File: src/rtl/mueller_muller_symbol_timing_assert.svh
// ----------------------------------------------------------------------------
// Assertion macros for the Mueller-Muller symbol timing block
// Concurrent checks that vanish when SYNTH is defined.
// ----------------------------------------------------------------------------
`ifndef MUELLER_MULLER_SYMBOL_TIMING_ASSERT_SVH
`define MUELLER_MULLER_SYMBOL_TIMING_ASSERT_SVH
`ifndef SYNTH
// A condition that holds at every clock edge out of reset.
`define MMST_ASSERT(label, clk, rst_n, prop) \
	label: assert property (@(posedge clk) disable iff (!rst_n) (prop)) \
		else $error("mmst check failed");
// A consequence that holds in the same cycle as its cause.
`define MMST_IMPLY(label, clk, rst_n, ante, cons) \
	label: assert property (@(posedge clk) disable iff (!rst_n) (ante) |-> (cons)) \
		else $error("mmst check failed");
// A consequence that holds in the cycle after its cause.
`define MMST_NEXT(label, clk, rst_n, ante, cons) \
	label: assert property (@(posedge clk) disable iff (!rst_n) (ante) |=> (cons)) \
		else $error("mmst check failed");
`else
`define MMST_ASSERT(label, clk, rst_n, prop)
`define MMST_IMPLY(label, clk, rst_n, ante, cons)
`define MMST_NEXT(label, clk, rst_n, ante, cons)
`endif
`endif

File: src/rtl/mmst_pkg.sv
// ----------------------------------------------------------------------------
// Mueller-Muller symbol timing package
// Register map, fixed field widths, reset values and shared types.
// ----------------------------------------------------------------------------
package mmst_pkg;

	localparam int SPS_W       = 5;
	localparam int GAIN_W      = 16;
	localparam int DEV_W       = 20;
	localparam int CFG_DATA_W  = 20;
	localparam int CFG_INDEX_W = 2;

	localparam int COUNT_W   = 5;
	localparam int COUNT_MAX = 31;

	localparam logic [CFG_INDEX_W-1:0] REG_SPS   = 2'd0;
	localparam logic [CFG_INDEX_W-1:0] REG_ALPHA = 2'd1;
	localparam logic [CFG_INDEX_W-1:0] REG_BETA  = 2'd2;
	localparam logic [CFG_INDEX_W-1:0] REG_DEV   = 2'd3;

	localparam logic [SPS_W-1:0]  SPS_RESET   = 5'd4;
	localparam logic [GAIN_W-1:0] ALPHA_RESET = 16'd26;
	localparam logic [GAIN_W-1:0] BETA_RESET  = 16'd2570;
	localparam logic [DEV_W-1:0]  DEV_RESET   = 20'd1311;

	// Steps of the loop update sequencer.
	typedef enum logic [2:0] {
		BK_IDLE,
		BK_INTERP_I,
		BK_INTERP_Q,
		BK_ERROR,
		BK_OMEGA,
		BK_PHASE
	} bk_state_t;

	// Countdown handed back to the sample front end after a strobe.
	typedef struct packed {
		logic               valid;
		logic [COUNT_W-1:0] count;
	} adv_t;

endpackage

File: src/rtl/mmst_fifo.sv
// ----------------------------------------------------------------------------
// Small register queue
// First-in first-out buffer with full and empty flags.
// ----------------------------------------------------------------------------
module mmst_fifo #(
	parameter int W     = 8,
	parameter int DEPTH = 2
) (
	input  logic         clk,
	input  logic         arst_n,
	input  logic         push,
	input  logic [W-1:0] wr_data,
	output logic         full,
	input  logic         pop,
	output logic [W-1:0] rd_data,
	output logic         empty
);
	localparam int PTR_W = (DEPTH > 1) ? $clog2(DEPTH) : 1;
	localparam int CNT_W = $clog2(DEPTH + 1);

	logic [W-1:0]     mem_q [DEPTH];
	logic [PTR_W-1:0] wr_ptr_q;
	logic [PTR_W-1:0] rd_ptr_q;
	logic [CNT_W-1:0] count_q;
	logic             do_push;
	logic             do_pop;

	assign full    = (count_q == CNT_W'(DEPTH));
	assign empty   = (count_q == '0);
	assign do_push = push & ~full;
	assign do_pop  = pop & ~empty;
	assign rd_data = mem_q[rd_ptr_q];

	always_ff @(posedge clk) begin
		if (do_push) begin
			mem_q[wr_ptr_q] <= wr_data;
		end
	end

	always_ff @(posedge clk or negedge arst_n) begin
		if (!arst_n) begin
			wr_ptr_q <= '0;
			rd_ptr_q <= '0;
			count_q  <= '0;
		end else begin
			if (do_push) begin
				wr_ptr_q <= (wr_ptr_q == PTR_W'(DEPTH - 1)) ? '0 : wr_ptr_q + 1'b1;
			end
			if (do_pop) begin
				rd_ptr_q <= (rd_ptr_q == PTR_W'(DEPTH - 1)) ? '0 : rd_ptr_q + 1'b1;
			end
			unique case ({do_push, do_pop})
				2'b10: count_q <= count_q + 1'b1;
				2'b01: count_q <= count_q - 1'b1;
				2'b00, 2'b11: count_q <= count_q;
			endcase
		end
	end

endmodule

File: src/rtl/mmst_front.sv
// ----------------------------------------------------------------------------
// Sample front end
// Holds the previous sample and the strobe countdown, picks strobe samples.
// ----------------------------------------------------------------------------
module mmst_front #(
	parameter int SAMPLE_BITS = 16
) (
	input  logic                              clk,
	input  logic                              arst_n,
	input  logic                              push,
	output logic                              full,
	input  logic signed [SAMPLE_BITS-1:0]     sample_i,
	input  logic signed [SAMPLE_BITS-1:0]     sample_q,
	input  logic [mmst_pkg::SPS_W-1:0]        sps,
	output logic                              job_push,
	output logic [4*SAMPLE_BITS-1:0]          job_data,
	input  logic                              job_full,
	input  mmst_pkg::adv_t                    adv
);
	import mmst_pkg::*;

	logic                          accept;
	logic                          fire;
	logic                          wait_q;
	logic                          primed_q;
	logic [COUNT_W-1:0]            count_q;
	logic signed [SAMPLE_BITS-1:0] held_i_q;
	logic signed [SAMPLE_BITS-1:0] held_q_q;
	logic [SPS_W:0]                sps_p1;

	// While a strobe is in the loop, the next countdown is not known yet.
	assign full     = wait_q | job_full;
	assign accept   = push & ~full;
	assign sps_p1   = {1'b0, sps} + (SPS_W + 1)'(1);
	assign job_push = accept & fire;
	assign job_data = {sample_i, sample_q, held_i_q, held_q_q};

	always_comb begin
		if (primed_q) begin
			fire = (count_q == '0);
		end else begin
			fire = ({1'b0, count_q} >= sps_p1) || (count_q == COUNT_W'(COUNT_MAX));
		end
	end

	always_ff @(posedge clk or negedge arst_n) begin
		if (!arst_n) begin
			wait_q   <= 1'b0;
			primed_q <= 1'b0;
			count_q  <= '0;
			held_i_q <= '0;
			held_q_q <= '0;
		end else begin
			if (adv.valid) begin
				count_q <= adv.count;
				wait_q  <= 1'b0;
			end else if (accept) begin
				held_i_q <= sample_i;
				held_q_q <= sample_q;
				if (fire) begin
					wait_q   <= 1'b1;
					primed_q <= 1'b1;
				end else if (primed_q) begin
					count_q <= count_q - 1'b1;
				end else if (count_q != COUNT_W'(COUNT_MAX)) begin
					count_q <= count_q + 1'b1;
				end
			end
		end
	end

endmodule

File: src/rtl/mmst_back.sv
// ----------------------------------------------------------------------------
// Timing loop back end
// Interpolates the strobe sample, forms the error and updates omega and mu.
// ----------------------------------------------------------------------------
module mmst_back #(
	parameter int SAMPLE_BITS     = 16,
	parameter int PHASE_FRAC_BITS = 16
) (
	input  logic                                  clk,
	input  logic                                  arst_n,
	input  logic [mmst_pkg::SPS_W-1:0]            sps,
	input  logic [mmst_pkg::GAIN_W-1:0]           alpha,
	input  logic [mmst_pkg::GAIN_W-1:0]           beta,
	input  logic [mmst_pkg::DEV_W-1:0]            dev,
	input  logic                                  job_empty,
	input  logic [4*SAMPLE_BITS-1:0]              job_data,
	output logic                                  job_pop,
	input  logic                                  res_full,
	output logic                                  res_push,
	output logic [SAMPLE_BITS+PHASE_FRAC_BITS:0]  res_data,
	output mmst_pkg::adv_t                        adv
);
	import mmst_pkg::*;

	localparam int SB   = SAMPLE_BITS;
	localparam int PFB  = PHASE_FRAC_BITS;
	localparam int EF   = SB - 3;
	localparam int EW   = SB + 2;
	localparam int DW   = SB + 1;
	localparam int PW   = DW + PFB + 1;
	localparam int GPW  = GAIN_W + SB;
	localparam int OMEGA_W = ((SPS_W + PFB) > DEV_W ? (SPS_W + PFB) : DEV_W) + 1;
	localparam int OW2  = OMEGA_W + 2;
	localparam int ERR_ONE_I = 1 << EF;

	localparam logic signed [EW-1:0]  ERR_HI    = EW'(ERR_ONE_I);
	localparam logic signed [EW-1:0]  ERR_LO    = -ERR_HI;
	localparam logic [OMEGA_W-1:0]    OMEGA_RST = OMEGA_W'(SPS_RESET) << PFB;
	localparam logic signed [OW2-1:0] CNT_LIM   = OW2'(COUNT_MAX);

	bk_state_t state_q, state_d;

	logic signed [SB-1:0]   s_i_q, s_q_q, h_i_q, h_q_q;
	logic signed [SB-1:0]   x_i_q, x_q_q;
	logic signed [SB-1:0]   last_i_q, last_q_q;
	logic                   ldec_i_q, ldec_q_q, primed_q;
	logic signed [SB-2:0]   err_q;
	logic [OMEGA_W-1:0]     omega_q;
	logic [PFB-1:0]         mu_q;

	logic signed [SB-1:0]   h_sel, n_sel, x_new;
	logic signed [DW-1:0]   diff;
	logic signed [PW-1:0]   iprod;
	logic signed [EW-1:0]   t_i, t_q, p_i, p_q, xi_e, xq_e, esum, eclamp;
	logic signed [SB-2:0]   err_new;
	logic [GAIN_W-1:0]      gain;
	logic signed [GPW-1:0]  gprod, gsh;
	logic signed [OW2-1:0]  gterm, mid_s, dev_s, lo_raw, lo, hi, osum, oclamp;
	logic [OMEGA_W-1:0]     omega_new;
	logic signed [OW2-1:0]  mu_s, om_s, tsum, advv, adv_m1;
	logic [PFB-1:0]         mu_new;
	logic [COUNT_W-1:0]     count_new;
	logic                   adv_valid;

	// Interpolation: held + floor((new - held) * mu), one part per step.
	assign h_sel = (state_q == BK_INTERP_Q) ? h_q_q : h_i_q;
	assign n_sel = (state_q == BK_INTERP_Q) ? s_q_q : s_i_q;
	assign diff  = DW'(n_sel) - DW'(h_sel);
	assign iprod = PW'(diff) * PW'($signed({1'b0, mu_q}));
	assign x_new = h_sel + $signed(iprod[PFB +: SB]);

	// Error from the two strobes and their decisions.
	always_comb begin
		xi_e = EW'(x_i_q);
		xq_e = EW'(x_q_q);
		t_i  = x_i_q[SB-1] ? -EW'(last_i_q) : EW'(last_i_q);
		t_q  = x_q_q[SB-1] ? -EW'(last_q_q) : EW'(last_q_q);
		p_i  = !primed_q ? '0 : (ldec_i_q ? xi_e : -xi_e);
		p_q  = !primed_q ? '0 : (ldec_q_q ? xq_e : -xq_e);
		esum = t_i + t_q + p_i + p_q;
		if (esum > ERR_HI) begin
			eclamp = ERR_HI;
		end else if (esum < ERR_LO) begin
			eclamp = ERR_LO;
		end else begin
			eclamp = esum;
		end
		err_new = eclamp[SB-2:0];
	end

	// One gain multiplier serves beta in the omega step and alpha in the phase step.
	assign gain  = (state_q == BK_OMEGA) ? beta : alpha;
	assign gprod = GPW'($signed({1'b0, gain})) * GPW'(err_q);
	assign gsh   = gprod >>> EF;
	assign gterm = OW2'(gsh);

	always_comb begin
		mid_s  = OW2'(sps) << PFB;
		dev_s  = OW2'(dev);
		lo_raw = mid_s - dev_s;
		lo     = (lo_raw < 0) ? '0 : lo_raw;
		hi     = mid_s + dev_s;
		osum   = OW2'(omega_q) + gterm;
		if (osum > hi) begin
			oclamp = hi;
		end else if (osum < lo) begin
			oclamp = lo;
		end else begin
			oclamp = osum;
		end
		omega_new = oclamp[OMEGA_W-1:0];
	end

	always_comb begin
		mu_s   = OW2'(mu_q);
		om_s   = OW2'(omega_q);
		tsum   = mu_s + om_s + gterm;
		advv   = tsum >>> PFB;
		adv_m1 = advv - OW2'(1);
		mu_new = tsum[PFB-1:0];
		if (adv_m1 < 0) begin
			count_new = '0;
		end else if (adv_m1 > CNT_LIM) begin
			count_new = COUNT_W'(COUNT_MAX);
		end else begin
			count_new = adv_m1[COUNT_W-1:0];
		end
	end

	always_ff @(posedge clk or negedge arst_n) begin
		if (!arst_n) begin
			state_q <= BK_IDLE;
		end else begin
			state_q <= state_d;
		end
	end

	always_comb begin
		state_d   = state_q;
		job_pop   = 1'b0;
		res_push  = 1'b0;
		adv_valid = 1'b0;
		unique case (state_q)
			BK_IDLE: begin
				if (!job_empty) begin
					job_pop = 1'b1;
					state_d = BK_INTERP_I;
				end
			end
			BK_INTERP_I: state_d = BK_INTERP_Q;
			BK_INTERP_Q: state_d = BK_ERROR;
			BK_ERROR:    state_d = BK_OMEGA;
			BK_OMEGA:    state_d = BK_PHASE;
			BK_PHASE: begin
				if (!res_full) begin
					res_push  = 1'b1;
					adv_valid = 1'b1;
					state_d   = BK_IDLE;
				end
			end
			default: state_d = BK_IDLE;
		endcase
	end

	assign adv       = {adv_valid, count_new};
	assign res_data  = {x_i_q[SB-1], x_q_q[SB-1], err_q, mu_new};

	always_ff @(posedge clk) begin
		if (job_pop) begin
			{s_i_q, s_q_q, h_i_q, h_q_q} <= job_data;
		end
		if (state_q == BK_INTERP_I) begin
			x_i_q <= x_new;
		end
		if (state_q == BK_INTERP_Q) begin
			x_q_q <= x_new;
		end
		if (state_q == BK_ERROR) begin
			err_q <= err_new;
		end
	end

	always_ff @(posedge clk or negedge arst_n) begin
		if (!arst_n) begin
			omega_q  <= OMEGA_RST;
			mu_q     <= '0;
			last_i_q <= '0;
			last_q_q <= '0;
			ldec_i_q <= 1'b0;
			ldec_q_q <= 1'b0;
			primed_q <= 1'b0;
		end else begin
			if (state_q == BK_OMEGA) begin
				omega_q <= omega_new;
			end
			if (res_push) begin
				mu_q     <= mu_new;
				last_i_q <= x_i_q;
				last_q_q <= x_q_q;
				ldec_i_q <= x_i_q[SB-1];
				ldec_q_q <= x_q_q[SB-1];
				primed_q <= 1'b1;
			end
		end
	end

endmodule

File: src/rtl/mueller_muller_symbol_timing.sv
// ----------------------------------------------------------------------------
// Mueller-Muller symbol timing recovery
// Picks one interpolated symbol per strobe from a complex sample stream.
// ----------------------------------------------------------------------------
//
// Channel   Handshake            Beat carries
// -------   ------------------   ----------------------------------------------
// samples   push / full          sample_i, sample_q
// results   pop / empty          decision_i, decision_q, timing_error,
//                                fractional_phase
// config    cfg_write            cfg_index, cfg_data
//
// A sample that is not a strobe is taken as soon as full is low. A strobe
// sample raises full until its countdown comes back: the job leaves the job
// queue, then passes the five steps of the loop sequencer in the back end (two
// interpolation steps on one multiplier, error, omega with beta, phase with
// alpha on the shared gain multiplier). Reset sets the configuration registers
// to their defaults, omega to the default period and mu and the last strobe
// to zero at once; there is no clearing pass. A full result queue holds the
// back end in its phase step, which in turn keeps full high toward the samples.
// Structure: the front end counts samples and picks strobes. A strobe beat goes
// as a job through a two-entry queue to the back end, which returns the next
// countdown to the front end and writes its result beat into a two-entry
// output queue. Configuration is meant to be written only while the block is
// idle.
// ----------------------------------------------------------------------------
`include "mueller_muller_symbol_timing_assert.svh"

module mueller_muller_symbol_timing #(
	parameter int SAMPLE_BITS     = 16,
	parameter int PHASE_FRAC_BITS = 16
) (
	input  logic                                  clk,
	input  logic                                  arst_n,
	input  logic                                  push,
	output logic                                  full,
	input  logic signed [SAMPLE_BITS-1:0]         sample_i,
	input  logic signed [SAMPLE_BITS-1:0]         sample_q,
	output logic                                  empty,
	input  logic                                  pop,
	output logic                                  decision_i,
	output logic                                  decision_q,
	output logic signed [SAMPLE_BITS-2:0]         timing_error,
	output logic [PHASE_FRAC_BITS-1:0]            fractional_phase,
	input  logic                                  cfg_write,
	input  logic [mmst_pkg::CFG_INDEX_W-1:0]      cfg_index,
	input  logic [mmst_pkg::CFG_DATA_W-1:0]       cfg_data
);
	import mmst_pkg::*;

	localparam int JOB_W = 4 * SAMPLE_BITS;
	localparam int RES_W = SAMPLE_BITS + PHASE_FRAC_BITS + 1;

	// Configuration registers.
	logic [SPS_W-1:0]  sps_q;
	logic [GAIN_W-1:0] alpha_q;
	logic [GAIN_W-1:0] beta_q;
	logic [DEV_W-1:0]  dev_q;

	// Job queue between front and back end.
	logic             job_push;
	logic             job_pop;
	logic             job_full;
	logic             job_empty;
	logic [JOB_W-1:0] job_wr;
	logic [JOB_W-1:0] job_rd;

	// Result queue toward the output.
	logic             res_push;
	logic             res_full;
	logic [RES_W-1:0] res_wr;
	logic [RES_W-1:0] res_rd;

	adv_t adv;

	always_ff @(posedge clk or negedge arst_n) begin
		if (!arst_n) begin
			sps_q   <= SPS_RESET;
			alpha_q <= ALPHA_RESET;
			beta_q  <= BETA_RESET;
			dev_q   <= DEV_RESET;
		end else if (cfg_write) begin
			unique case (cfg_index)
				REG_SPS:   sps_q   <= cfg_data[SPS_W-1:0];
				REG_ALPHA: alpha_q <= cfg_data[GAIN_W-1:0];
				REG_BETA:  beta_q  <= cfg_data[GAIN_W-1:0];
				REG_DEV:   dev_q   <= cfg_data[DEV_W-1:0];
			endcase
		end
	end

	mmst_front #(
		.SAMPLE_BITS (SAMPLE_BITS)
	) u_front (
		.clk      (clk),
		.arst_n   (arst_n),
		.push     (push),
		.full     (full),
		.sample_i (sample_i),
		.sample_q (sample_q),
		.sps      (sps_q),
		.job_push (job_push),
		.job_data (job_wr),
		.job_full (job_full),
		.adv      (adv)
	);

	mmst_fifo #(
		.W     (JOB_W),
		.DEPTH (2)
	) u_job_fifo (
		.clk     (clk),
		.arst_n  (arst_n),
		.push    (job_push),
		.wr_data (job_wr),
		.full    (job_full),
		.pop     (job_pop),
		.rd_data (job_rd),
		.empty   (job_empty)
	);

	mmst_back #(
		.SAMPLE_BITS     (SAMPLE_BITS),
		.PHASE_FRAC_BITS (PHASE_FRAC_BITS)
	) u_back (
		.clk       (clk),
		.arst_n    (arst_n),
		.sps       (sps_q),
		.alpha     (alpha_q),
		.beta      (beta_q),
		.dev       (dev_q),
		.job_empty (job_empty),
		.job_data  (job_rd),
		.job_pop   (job_pop),
		.res_full  (res_full),
		.res_push  (res_push),
		.res_data  (res_wr),
		.adv       (adv)
	);

	mmst_fifo #(
		.W     (RES_W),
		.DEPTH (2)
	) u_res_fifo (
		.clk     (clk),
		.arst_n  (arst_n),
		.push    (res_push),
		.wr_data (res_wr),
		.full    (res_full),
		.pop     (pop),
		.rd_data (res_rd),
		.empty   (empty)
	);

	// Result beat layout: decisions, clamped error, updated mu.
	assign decision_i       = res_rd[RES_W-1];
	assign decision_q       = res_rd[RES_W-2];
	assign timing_error     = res_rd[PHASE_FRAC_BITS +: SAMPLE_BITS-1];
	assign fractional_phase = res_rd[PHASE_FRAC_BITS-1:0];

	// A strobe job never meets a full job queue.
	`MMST_IMPLY(a_job_room, clk, arst_n, job_push, !job_full)
	// A strobe holds off further samples until its countdown comes back.
	`MMST_NEXT(a_strobe_stalls, clk, arst_n, job_push, full)
	// The countdown returns exactly when the result beat is written.
	`MMST_IMPLY(a_adv_with_result, clk, arst_n, adv.valid, res_push)
	// The back end only writes results into a queue with room.
	`MMST_ASSERT(a_res_room, clk, arst_n, !(res_push && res_full))

endmodule

File: config.mk
export PLATFORM = sky130hd
export DESIGN_NAME = mueller_muller_symbol_timing
export DESIGN_NICKNAME = d
export VERILOG_FILES = /design/src/rtl/mmst_pkg.sv /design/src/rtl/mmst_fifo.sv /design/src/rtl/mmst_front.sv /design/src/rtl/mmst_back.sv /design/src/rtl/mueller_muller_symbol_timing.sv
export VERILOG_INCLUDE_DIRS = /design/src /design/src/rtl
export SDC_FILE = /design/constraint.sdc
export NUM_CORES = 2
export LEC_CHECK = 0
export BUFFER_PORTS_ARGS = -buffer_cell sky130_fd_sc_hd__buf_4
export CAP_MARGIN = 20
export CORE_MARGIN = 1.5
export CORE_UTILIZATION = 55
export CTS_CLUSTER_SIZE = 8
export DETAILED_ROUTE_END_ITERATION = 6
export PLACE_DENSITY = 0.8
export SLEW_MARGIN = 20
export SYNTH_ARGS = -nofsm -noshare
export SYNTH_HDL_FRONTEND = slang
export SYNTH_SLANG_ARGS = --single-unit
File: constraint.sdc
create_clock -name clk -period 17.5 [get_ports clk]
set_clock_uncertainty 0.05 [all_clocks]
set_input_delay 0.875 -clock clk [delete_from_list [all_inputs] [get_ports clk]]
set_output_delay 0.875 -clock clk [all_outputs]
set_load 0.02 [all_outputs]
# Yosys cells after proc, flatten, opt, wreduce, memory -nomap -nowiden
# Memories as Yosys holds them, arrays and structs flattened. A register that Yosys moved wholly into a read port is not among the register bits.
# Cells that the tools add are included.
op_classes:
  n_addsub: 26
  n_mul: 2
  order_cmp: 8
  n_eq_ne: 21
  mux: 41
  bitwise: 13
  reduce_logical: 23
ops:
  columns: ["cell", "n"]
  rows:
  - ["18-bit 2-to-1 mux", 6]
  - ["18-bit adder", 3]
  - ["16-bit 2-to-1 mux", 3]
  - ["22-bit 2-to-1 mux", 2]
  - ["16-bit negator with 18-bit output", 2]
  - ["18-bit negator", 2]
  - ["5-bit 2-to-1 mux", 7]
  - ["17-bit by 15-bit multiplier with 32-bit output", 1]
  - ["17-bit by 17-bit multiplier with 32-bit output", 1]
  - ["23-bit by 19-bit adder with 24-bit output", 1]
  - ["24-bit by 19-bit adder with 24-bit output", 1]
  - ["24-bit by 23-bit > comparator with 1-bit output", 1]
  - ["24-bit < comparator", 1]
  - ["24-bit 2-to-1 mux", 1]
  - ["16-bit by 22-bit adder with 23-bit output", 1]
  - ["21-bit by 20-bit adder with 22-bit output", 1]
  - ["22-bit by 1-bit < comparator with 1-bit output, second input constant", 1]
  - ["21-bit by 20-bit subtractor with 22-bit output", 1]
  - ["18-bit by 15-bit > comparator with 1-bit output, second input constant", 1]
  - ["18-bit by 14-bit < comparator with 1-bit output, second input constant", 1]
  - ["3-bit one-hot mux with 6 select lines", 1]
  - ["16-bit by 16-bit subtractor with 17-bit output", 1]
  - ["16-bit adder", 1]
  - ["2-bit equality test, second input constant", 8]
  - ["34 further kinds", 85]
totals:
  reg_bits: 227
  ramBits: 194
  in_bits: 59
  out_inout_bits: 35
  wordCells: 163
  n_memories: 2
memory_table:
  columns: ["name", "words", "width", "read_ports", "rd_clocked_by_memory_dff", "wr", "line_no", "rtl"]
  rows:
  - ["u_job_fifo.mem_q", 2, 64, 1, 1, 1, "mmst_fifo.sv:21", "logic [W-1:0] mem_q [DEPTH];"]
  - ["u_res_fifo.mem_q", 2, 33, 1, 0, 1, "mmst_fifo.sv:21", null]

# Logic depth before layout (Yosys ltp)
depth:
  ltp_word: 9
  depth_mapped: 57
  depth_no_buf: 52

# Hierarchy
# Synthesis repeated with hierarchy kept, for this count alone.
unflattened:
  hier_cells: 4513
  area_unflattened_um2: 46900.0
by_module_without_submodules:
  columns: ["mod", "instances", "cells_per_inst", "area_each_um2", "seq_area_each_um2"]
  rows:
  - ["mmst_back", 1, 3871, 34740.8, 5186.2]
  - ["mmst_fifo at u_job_fifo", 1, 217, 5018.6, 3943.8]
  - ["mmst_fifo at u_res_fifo", 1, 121, 2730.1, 2082.0]
  - ["mueller_muller_symbol_timing", 1, 122, 2279.7, 1445.1]
  - ["mmst_front", 1, 182, 2130.8, 975.9]

# Worst setup path after synthesis
# No wires, ideal clock.
synth_timing:
  kind: "register to register"
  from: "reg u_back.state_q[1]"
  to: "reg u_back.x_i_q[15], data pin"
  setup_time_ps: 266
  arrival_ps: 11942
  required_time_ps: 17184
  slack_ps: 5242
  stages_incl_launch_ff: 52
  n_path_buf: 3
  synth_period_minus_slack_ps: 12258
  cell_sequence: "dfrtp_1 > buf_2 > inv_1 > nor3_1 > clkbuf_1 > mux2i_1 > ha_1 > nor2b_1 > o21ai_0 > a21boi_0 > o21ai_0 > a21boi_0 > o21ai_0 > a21boi_0 > o21ai_0 > a21oi_1 > o21a_1 > o31a_1 > (+16 left out) > a2bb2oi_1 > a21boi_0 > nor2_1 > xnor2_1 > ha_1 > a21o_1 > a21oi_1 > o21bai_1 > a21oi_1 > nor2b_1 > o21a_1 > o31a_1 > o41ai_1 > o2111ai_1 > a21oi_1 > xnor2_1 > xnor2_1 > xnor2_1"
synth_between:
  elab_chain_len: 5
  elab_cells_between_ends: 6
  cone_classes: "2 x add/sub; 1 x mul; 1 x eq/ne; 2 x mux"
synth_lines:
  columns: ["item", "line_no", "rtl"]
  rows:
  - ["from (decl)", "mmst_back.sv:41", "bk_state_t state_q, state_d;"]
  - ["from (signal assigned)", "mmst_back.sv:134", "state_q <= state_d;"]
  - ["3-bit by 2-bit equality test with 1-bit output (*)", "mmst_back.sv:66, mmst_back.sv:67", null]
  - ["16-bit 2-to-1 mux, on equally long branches", "mmst_back.sv:67, mmst_back.sv:66", null]
  - ["16-bit by 16-bit subtractor with 17-bit output", "mmst_back.sv:68", "assign diff = DW'(n_sel) - DW'(h_sel);"]
  - ["17-bit by 17-bit multiplier with 32-bit output", "mmst_back.sv:69", "assign iprod = PW'(diff) * PW'($signed({1'b0, mu_q}));"]
  - ["16-bit adder (*)", "mmst_back.sv:70", "assign x_new = h_sel + $signed(iprod[PFB +: SB]);"]
  - ["net u_back.x_new[15]", "mmst_back.sv:51", "logic signed [SB-1:0] h_sel, n_sel, x_new;"]
  - ["to (signal assigned)", "mmst_back.sv:173", "x_i_q <= x_new;"]
  - ["to (decl)", "mmst_back.sv:44", "logic signed [SB-1:0] x_i_q, x_q_q;"]
# Mark *: on every way through the listed nets, which the timed path passes. The rest lies on a longest branch.
# A chain may end at the register's enable or synchronous reset.

# Final worst setup path
# Ends and elaborated chain as after synthesis.

==> run metrics <==
crit end category register; drt first pass iters 5; CTS max path bufs 3; max_cap viols 0; Seq cells post-synth between 400 and 500; Synth area leaders fa_1 21%, edfxtp_1 20%, ha_1 10%, dfrtp_1 8.9%, inv_1 5.5%; Syn Area/Cell approximately 10 um2; first-pass GRT wire length ~180000 um; antenna violations before repair 0; remaining global-route overflow 0; metal2 WL around 55000 um; reg2reg setup slack roughly 3.8 ns; IO buf count 93; status complete, no violations; max-slew violations 0; Total GRT Usage 26.5%; hold buffers post-CTS 0; Worst Reg-to-Reg Cells 51; reg2reg start u_back.state_q[1]$_DFFE_PN0P_; CTS Sinks 483; Cell variety after synth 85; CORE AREA 82000 um2; share of the yosys chip area belonging to registers 30.0%; Place WS 4.00 ns; unrepaired setup endpoints after global routing no; fmax 72.8 MHz; 1st-iter DRT viols 2209; Layout area overhead 8.78%; type of origin of the critical path register; drc violations 0; Clock Latency Late Sink about 0.64 ns; vias per std cell 5.74; Mapped Area 45500 um2; Num CTS Buffers 72; met3 WL post-DR 7040 um; relative slew slack 24.2%; routed length per placed instance 19.4 um; Multi-input gate area 28700 um2; detailed-route via count between 30000 and 40000; RR Endpoint u_back.x_i_q[15]$_DFFE_PP_; final hold vios 0; crit-path max cell delay 0.66 ns; Setup Buffers After CTS 0; crit path max fanout 49; final setup TNS 0 ns; M1 WL about 45000 um; worst slew pin tran 1.13 ns; Top Metal Used met4; H-tree Lvls 3; Post-CTS Resized 0; HPWL Detailed 80900 um; fin crit share 78.5%; Tmin final ~14 ns; CTS tree done; share of layout cells above drive strength 1 around a tenth; Antenna Nets Post-Route 0; Clock transition at path regs 0.05 ns; most common cell after layout, fill and taps aside inv_1; Final setup viols 0; ys async rst share 36.9%; Mapped Cells 4466; yosys warns 0; # fillers 6570; WL final 109000 um; crit path DAT approximately 14 ns; placer's final routability congestion estimate 0.921; Die X-Extent 291 um; number of flops mapped to enable cells by yosys 305; register area 13600 um2; highest-count cells in the layout ignoring fill and taps 667 x inv_1, 562 x nand2_1, 486 x fa_1; Site Rows about 110; Root Buffer clkbuf_16; layout net count 5413; CP max stage cell o41ai_1; area fraction of the dominant cell type after synthesis between 20% and 30%; Worst EP required 17.83 ns; HP Class in2async; top cell type by total area after synthesis fa_1; die area 84400 um2; critical path class reg2reg; ys flop type edfxtp_1; starting density of the core 55.5%; Die Y-Extent 291 um; vias in the first global route 33822; Final WS setup 3.75 ns; Syn Nets 5373; Hold WS 0.234 ns; largest net degree at the start of global routing slightly above 80; io pins 94; Ant. Diodes 0
worst max-delay path, delay by kind of cell (launching register included):
family | cells | cell delay (ns)
mux | 1 | 0.46
xor+xnor | 4 | 0.83
compound gates | 23 | 5.51
buf+inv | 9 | 1.53
simple gates | 5 | 0.67
flops | 1 | 0.51
fa+ha+maj | 9 | 3.94
registers in the layout (all words and copies together), names as in the netlist, 20 cells and up:
signal,count
u_job_fifo.mem_q,128
u_res_fifo.mem_q,66
u_back.omega_q,22
dev_q,20
per-layer routing:
layer	up-vias	global-route usage [%]
met5	-	0
met4	0	7.98
met3	209	3.82
met2	1138	46.0
met1	16148	34.3
li1	14837	-
cell families (layout without fill, tap and decap cells):
family,count (synthesis),after routing,share of synthesized area [%]
flops,483,483,30.0
fa+ha+maj,848,848,31.3
simple gates,1296,1296,13.7
xor+xnor,211,211,4.06
compound gates,558,558,8.23
mux,231,231,5.66
buf+inv,839,931,7.01
cell type report:
| cell class | instances | area share, % |
|---|---|---|
| Multi-Input combinational cell | 3144 | 58.1 |
| Clock inverter | 12 | 0.463 |
| Clock buffer | 114 | 3.98 |
| Sequential cell | 483 | 27.6 |
| Tap cell | 1070 | 2.71 |
| Inverter | 670 | 5.09 |
| Timing Repair Buffer | 135 | 2.10 |
per-stage QoR:
| step | cell area [um2] | instances | util (%) |
|---|---|---|---|
| finish | 49500 | 5628 | 60.4 |
| global route | 49500 | 5628 | 60.4 |
| CTS | 49500 | 5628 | 60.3 |
| detailed placement | 47300 | 5502 | 57.7 |
| global placement | 47200 | 5501 | 57.6 |
| floorplan | 45500 | 4466 | - |
how the worst max path moves through the flow:
stage,end,slack (ns),from
2_1_floorplan,u_back.x_i_q[15]$_DFFE_PP_,5.24,u_back.state_q[1]$_DFFE_PN0P_
3_3_place_gp,u_back.x_i_q[15]$_DFFE_PP_,4.36,u_back.state_q[1]$_DFFE_PN0P_
3_5_place_dp,u_back.x_q_q[15]$_DFFE_PP_,4.00,u_back.state_q[1]$_DFFE_PN0P_
4_1_cts,u_back.x_i_q[15]$_DFFE_PP_,3.88,u_back.state_q[1]$_DFFE_PN0P_
5_1_grt,u_back.x_i_q[15]$_DFFE_PP_,3.00,u_back.state_q[1]$_DFFE_PN0P_
6_report,u_back.x_i_q[15]$_DFFE_PP_,3.75,u_back.state_q[1]$_DFFE_PN0P_
cells in the mapped netlist (16+ instances only):
cell        n
o21ai_0   100
a21o_1     58
and2_1    230
nand2b_1   23
mux2_2    203
nand3_1    56
a211oi_1   22
nand4_1    16
nor3_1     46
or2_2      20
dfrtp_1   162
o211ai_1   36
dfstp_2    16
ha_1      362
nor4_1     29
a21boi_0   17
inv_1     667
xnor2_1   143
fa_1      486
nand2_1   562
edfxtp_1  305
mux2i_1    26
or3_1      29
xor2_1     68
a21oi_1   125
nor2_1    169
clkbuf_1  152
o21a_1     36
o21bai_1   22
nor2b_1    57
Power is left out: the tool's default activity adds up to more than one toggle a clock period on the data nets, which glitch-free logic cannot reach.
